[src/rtl/tfn_pkg.sv]
`timescale 1ns / 1ps
package tfn_pkg;

    localparam int COORD_FRAC_BITS = 14;
    localparam int COORD_W   = 16;
    localparam int DIFF_W    = COORD_W + 1;
    localparam int PROD_W    = 2 * DIFF_W;
    localparam int CROSS_W   = PROD_W + 1;
    localparam int NORM_TOP  = 29;
    localparam int R_W       = NORM_TOP + 1;
    localparam int SUM_W     = 2 * R_W + 2;
    localparam int ROOT_W    = SUM_W / 2;
    localparam int BIT_W     = SUM_W + 1;
    localparam int DIV_W     = R_W + COORD_FRAC_BITS + 1;
    localparam int POS_W     = $clog2(CROSS_W);
    localparam int CNT_W     = $clog2(DIV_W + 1);

    typedef struct packed {
        logic signed [COORD_W-1:0] ax;
        logic signed [COORD_W-1:0] ay;
        logic signed [COORD_W-1:0] az;
        logic signed [COORD_W-1:0] bx;
        logic signed [COORD_W-1:0] by_coord;
        logic signed [COORD_W-1:0] bz;
        logic signed [COORD_W-1:0] cx;
        logic signed [COORD_W-1:0] cy;
        logic signed [COORD_W-1:0] cz;
    } tri_t;

    typedef struct packed {
        logic signed [COORD_W-1:0] vertex_x;
        logic signed [COORD_W-1:0] vertex_y;
        logic signed [COORD_W-1:0] vertex_z;
        logic signed [COORD_W-1:0] normal_x;
        logic signed [COORD_W-1:0] normal_y;
        logic signed [COORD_W-1:0] normal_z;
        logic                      degenerate;
        logic                      last_vertex;
    } result_t;

    typedef struct packed {
        tri_t verts;
        logic flat;
    } q_entry_t;

    typedef struct packed {
        logic     valid;
        q_entry_t entry;
    } q_push_t;

    typedef struct packed {
        logic     full;
        logic     empty;
        q_entry_t head;
    } q_stat_t;

    typedef enum logic [2:0] {
        BK_IDLE,
        BK_CROSS,
        BK_MAG,
        BK_MAX,
        BK_SHIFT,
        BK_SQUARE,
        BK_ROOT,
        BK_DIV
    } back_state_t;

    function automatic logic [POS_W-1:0] msb_index(input logic [CROSS_W-1:0] m);
        logic [POS_W-1:0] p;
        p = '0;
        for (int i = 0; i < CROSS_W; i++) begin
            if (m[i])
            begin
                p = POS_W'(i);
            end
        end
        return p;
    endfunction

endpackage

[src/rtl/tfn_queue.sv]
`timescale 1ns / 1ps
module tfn_queue import tfn_pkg::*; (
    input  logic    clk,
    input  logic    rst_n,
    input  q_push_t push,
    input  logic    pop,
    output q_stat_t q_stat
);

    q_entry_t   slot_reg [2];
    logic       wr_ptr_reg;
    logic       wr_ptr_next;
    logic       rd_ptr_reg;
    logic       rd_ptr_next;
    logic [1:0] count_reg;
    logic [1:0] count_next;
    logic       do_push;
    logic       do_pop;

    always_comb
    begin
        do_push     = push.valid && (count_reg != 2'd2);
        do_pop      = pop && (count_reg != 2'd0);
        wr_ptr_next = wr_ptr_reg ^ do_push;
        rd_ptr_next = rd_ptr_reg ^ do_pop;
        count_next  = count_reg + {1'b0, do_push} - {1'b0, do_pop};
        q_stat.full  = (count_reg == 2'd2);
        q_stat.empty = (count_reg == 2'd0);
        q_stat.head  = slot_reg[rd_ptr_reg];
    end

    always_ff @(posedge clk or negedge rst_n)
    begin
        if (!rst_n)
        begin
            wr_ptr_reg <= 1'b0;
            rd_ptr_reg <= 1'b0;
            count_reg  <= 2'd0;
        end
        else
        begin
            wr_ptr_reg <= wr_ptr_next;
            rd_ptr_reg <= rd_ptr_next;
            count_reg  <= count_next;
        end
    end

    always_ff @(posedge clk)
    begin
        if (do_push)
        begin
            slot_reg[wr_ptr_reg] <= push.entry;
        end
    end

endmodule

[config.mk]
export PLATFORM = sky130hd
export DESIGN_NAME = tfn_queue
export DESIGN_NICKNAME = d
export VERILOG_FILES = /design/src/rtl/tfn_pkg.sv /design/src/rtl/tfn_queue.sv
export SDC_FILE = /design/constraint.sdc
export NUM_CORES = 1
export LEC_CHECK = 0
export BUFFER_PORTS_ARGS = -buffer_cell sky130_fd_sc_hd__buf_4
export CORE_ASPECT_RATIO = 1.4
export CORE_MARGIN = 3
export CORE_UTILIZATION = 31
export CTS_CLUSTER_DIAMETER = 80
export DETAILED_ROUTE_END_ITERATION = 12
export GPL_ROUTABILITY_DRIVEN = 0
export PLACE_DENSITY = 0.56
export REMOVE_ABC_BUFFERS = 1
export SLEW_MARGIN = 0
export SYNTH_ARGS = -nofsm -noshare
export SYNTH_HDL_FRONTEND = slang
export SYNTH_SLANG_ARGS = --single-unit
[constraint.sdc]
create_clock -name clk -period 5.95 [get_ports clk]
set_input_delay 0.2975 -clock clk [delete_from_list [all_inputs] [get_ports clk]]
set_output_delay 0.2975 -clock clk [all_outputs]
set_load 0.03 [all_outputs]
# After elaboration in Yosys (flattened, before gate mapping)
# Memories as Yosys holds them, arrays and structs flattened.
# Cells that the tools add are included.
# Widths: inputs -> output; s select.
# totals
regBits,4
ram_bits,290
in_bits,149
out_inout_bits,147
mem_count,1
# mem_list
memory,depth,word_bits,rd,rd_ports_with_merged_regs,write_ports,line,rtl
slot_reg,2,145,1,0,1,tfn_queue.sv:10,q_entry_t slot_reg [2];
# classes
n_addsub,2
eq_ne,2
muxes,2
bitwise,2
n_reduce_logical,4
# ops
operator,count
$add 2x1->2,1
$eq 2x2->1 const B,1
$logic_and 1x1->1,2
$logic_not 2->1,1
$mux 1,2
$ne 2x2->1 const B,1
$reduce_bool 2->1,1
$sub 2x1->2,1
$xor 1x1->1,2

# Longest topological paths before layout
# depth
word_depth,4
ltp_mapped,7

# Worst setup path before layout
# No wires, ideal clock.
# synth_timing
path_kind,register to register
start,reg count_reg[1]
end,"mem slot_reg[1][0] (netlist bit), enable pin"
t_arrival_ns,4.032
required_time_ns,5.427
setup_slack_ns,1.395
stages_incl_launch_ff,4
synth_period_minus_slack_ns,4.555
cell_sequence,dfrtp_1 -> nand2b_1 -> and2_1 -> ha_1
# synth_between
elab_chain_cells,4
# synth_lines
item,line,rtl
start: declaration,tfn_queue.sv:15,logic [1:0] count_reg;
start signal: assignment,tfn_queue.sv:44,count_reg <= count_next;
$ne 2x2->1,tfn_queue.sv:22,do_push = push.valid && (count_reg != 2'd2);
$logic_and 1x1->1,tfn_queue.sv:22,
$mux 1,tfn_queue.sv:50,if (do_push)
$mux 1 (not written as such),tfn_queue.sv:52,slot_reg[wr_ptr_reg] <= push.entry;
end: declaration,tfn_queue.sv:10,
# Every way passes these cells.

==> summary by stage <==
Setup path
The number of cells on the worst reg-to-reg path is 4. The signal on the critical path passes through buf_12 -> mux2_2 -> buf_4. The highest cell delay on the worst timing path is 1090 ps. The largest delay contributor family on the critical path is flip-flops. The destination of the worst register-to-register timing path is slot_reg[1][74].

The critical setup path kind is reg2out. In this run the critical register-to-register path is launched from count_reg[1]. The slowest stage of the critical path belongs to the cell sky130_fd_sc_hd__dfrtp_4. The critical path crosses 3 cells after its start point. The data required time of the worst path is 5650 ps. The total buffers and inverters traversed by the critical path is 2.

The element type at the critical path end is a primary output. In this run the register-to-register setup slack is 3400 ps. The data arrival time of the critical path is 2750 ps.

The maximum fanout along the worst path is 75. The worst setup path is launched from a flip-flop.

CTS
The deepest clock path buffer count is 3. Clock-pin slew was measured on the worst setup and hold paths at 60 ps. The clock latency on the worst-skew pair is 550 ps.

The clock drives 294 sinks. The TritonCTS clock tree is yes. The total setup buffers inserted after CTS is 0. In this run the number of H-tree levels came out at 1.

The tree is rooted in a sky130_fd_sc_hd__clkbuf_16. The number of clock buffers inserted by TritonCTS is 28.

Power
Of the total power, the clock network draws 23.5%. Combinational logic is responsible for 37.7% of the overall power. Summed over all nets, the switching power comes to 2.66 mW. IR analysis of the VDD net gives a maximum drop of 403 uV. Summed over all cells, the static leakage comes to 5.89 nW.

The overall power of the completed layout is 7.80 mW. In this run switching power makes up 34.1% of total power. For this design the ratio of total power to cell area is 492 nW/um^2. The internal cell power is 5.13 mW.

The sequential share of power is 38.8%.

Synth
Counting flops with a built-in enable in the synthesized netlist gives 290. The most used flip-flop cell after synthesis is sky130_fd_sc_hd__edfxtp_1. The leading area contributor after synthesis is sky130_fd_sc_hd__edfxtp_1. The number of standard cells after synthesis is 471. The most frequently used cell type in the post-synthesis netlist is sky130_fd_sc_hd__edfxtp_1. The mean post-synth cell area is 22.9 um^2. The commonest cells after synthesis are sky130_fd_sc_hd__edfxtp_1, sky130_fd_sc_hd__mux2_2, sky130_fd_sc_hd__clkbuf_8. The post-synthesis async set-or-reset flop share is 1.36%. The number of warnings reported in the yosys synthesis log is 0.

After synthesis, the netlist uses 14 different library cells. The cell area that synthesis handed to floorplanning was 10,800 um^2. The flop and latch count out of synthesis is 294. Ranked by total cell area, the synthesized netlist is headed by sky130_fd_sc_hd__edfxtp_1, sky130_fd_sc_hd__mux2_2, sky130_fd_sc_hd__clkbuf_8.

The area share of the largest cell type after synthesis is 80.9%. The share of synthesized area occupied by flip-flops and latches is 81.8%.

Routing
The starting DRC count in detailed routing is 242. Detailed routing inserted a total of 6,005 vias. After detailed routing, the number of remaining DRC violations is 0.

Dividing the detail-routed via count by the number of cells gives 4.29. The final layout contains routed wiring with a total length of 23.8 mm. The detail-routed net length per standard cell is 17.0 um.

The remaining antenna violation count after routing is 0. The first TritonRoute pass finished after 4 iterations.

Timing
For the pin with the worst max-slew slack, the measured transition is 1060 ps. The highest achievable clock rate is 0.328 GHz. The clock arrives with 8.60 ps of skew. Setup repair after global routing left no endpoint under its margin. The smallest clock period supported by the final layout is computed as 3050 ps.

Final hold analysis gives a worst-case slack of 78.2 ps. The setup TNS is 0 ps. The worst pin sits at a relative slew slack of 29.2%. The final count of hold timing violations is 0. After layout, the worst path uses 51.2% of the clock period.

The number of pins with negative max-slew slack in the final report is 0. Setup violations remaining at the end of the flow were counted as 0.

Floorplanning
Measured along the y axis, the die boundary spans 226 um. The starting utilization of the core area is 31.5%. The floorplan has 80 rows. The number of top-level design ports is 296. The full die area is 37,000 um^2. From left edge to right edge, the die measures 163 um. The core footprint is 34,100 um^2.

Global routing
The number of antenna violations at the first check in global routing is 0. The total overflow left after global routing is 0. The global router's overall resource usage is 12.2%. The first global-routing pass estimated 35.4 mm of wire. The pin count of the biggest net entering global routing is 90.

The via count of the first global-routing pass is 6,441.

Cells and area
The flip-flop count of the largest register, all copies and words added is 290. With fillers left out, the area of the finished cells amounts to 15,800 um^2. The layout overhead on the synthesized area is 47.1%. The net count reported at finish is 1,082. The post-route netlist has 51.0% of its cells at a drive strength greater than 1. Fill cells in the final layout number 2,930. The number of antenna diodes in the final layout is 0.

Hold path
The min-delay analysis places its worst path in the category in2reg. The worst hold path depth is 3. The startpoint of the most critical hold path is pop.

The path with the worst hold slack has its endpoint at rd_ptr_reg.

Placement
Buffers placed on the I/O ports in this run total 295. The placement-stage cell area is 13,400 um^2. Once detailed placement completed, the half-perimeter wirelength came to 14.8 mm.

Run
Across the run, the number of max-cap violations was 0.

Run status
The flow ran to the end, and the final reports show no timing, DRC or antenna violations.
power groups by stage:
stage | clock, mW | sequential (mW) | combinational, mW
2_1_floorplan | 0 | 3.14 | 1.80
3_3_place_gp | 0 | 3.06 | 2.91
3_5_place_dp | 0 | 3.08 | 2.90
4_1_cts | 1.90 | 3.04 | 3.00
5_1_grt | 1.97 | 3.07 | 3.11
6_report | 1.83 | 3.03 | 2.94
timing repair:
item	4_1_cts	5_1_grt
endpoints found under the hold margin	294	0
resized for setup	0	0
hold buffers	146	0
metal layers:
metal	up-vias	GRT usage (%)	part of all wire, %
li1	2783	-	-
met3	37	2.83	6.6
met2	195	22.3	53
met4	0	4.40	2.8
met1	2990	13.9	37
met5	-	0	0
cells in the final DEF, fill, tap and decap left out, types with 2 or more instances in the layout:
master                            n
sky130_fd_sc_hd__edfxtp_1       290
sky130_fd_sc_hd__clkbuf_1         5
sky130_fd_sc_hd__clkinv_2         2
sky130_fd_sc_hd__inv_1            4
sky130_fd_sc_hd__dlygate4sd3_1  146
sky130_fd_sc_hd__clkinv_1         7
sky130_fd_sc_hd__clkbuf_16       29
sky130_fd_sc_hd__buf_12           3
sky130_fd_sc_hd__xnor2_1          2
sky130_fd_sc_hd__buf_4          295
sky130_fd_sc_hd__dfrtp_1          3
sky130_fd_sc_hd__mux2_2         145
sky130_fd_sc_hd__ha_1             2
sky130_fd_sc_hd__bufinv_16        5
sky130_fd_sc_hd__ha_4             2
worst reg2reg max path, delay by kind of cell, from the launching register on:
family / cells / cell delay [ps]
DFF: 1 / 420
and+or+nand+nor: 2 / 380
buffers and inverters: 1 / 560
adders and majority gates: 1 / 730
per-stage QoR:
step / instances / worst slack, ps / util [%]
final: 1400 / 2900 / 46.4
after global placement: 1204 / 3370 / 39.3
after floorplan: 455 / 1400 / -
after detailed placement: 1204 / 3390 / 39.3
after global routing: 1400 / 2750 / 46.4
after CTS: 1400 / 2790 / 46.4
layout make-up:
cell class                      instances  area, um^2  area share [%]
Sequential cell                       294        8810            55.6
Timing Repair Buffer                  444        3740            23.6
Multi-Input combinational cell        157        1760            11.1
Clock buffer                           34         744            4.70
Tap cell                              451         564            3.56
Clock inverter                         16         203            1.28
Inverter                                4        15.0          0.0948
how the worst max path moves through the flow:
stage	startpoint	to
floorplan	count_reg[1]	slot_reg[1][0]
global placement	count_reg[1]	slot_reg[1][60]
detailed placement	rd_ptr_reg	q_stat[136]
CTS	rd_ptr_reg	q_stat[136]
global route	rd_ptr_reg	q_stat[144]
finish	rd_ptr_reg	q_stat[77]
kinds of logic (layout without fill, tap and decap cells):
logic type      count (synthesis)  after routing  share of synthesized area [%]
simple gates                    4              4                          0.186
mux                           145            145                           15.2
buf+inv                        20            498                           2.05
fa+ha+maj                       4              4                          0.465
xor+xnor                        3              3                          0.244
compound gates                  1              1                         0.0698
flops                         294            294                           81.8
Note: power is estimated with default switching activity, not from simulation.
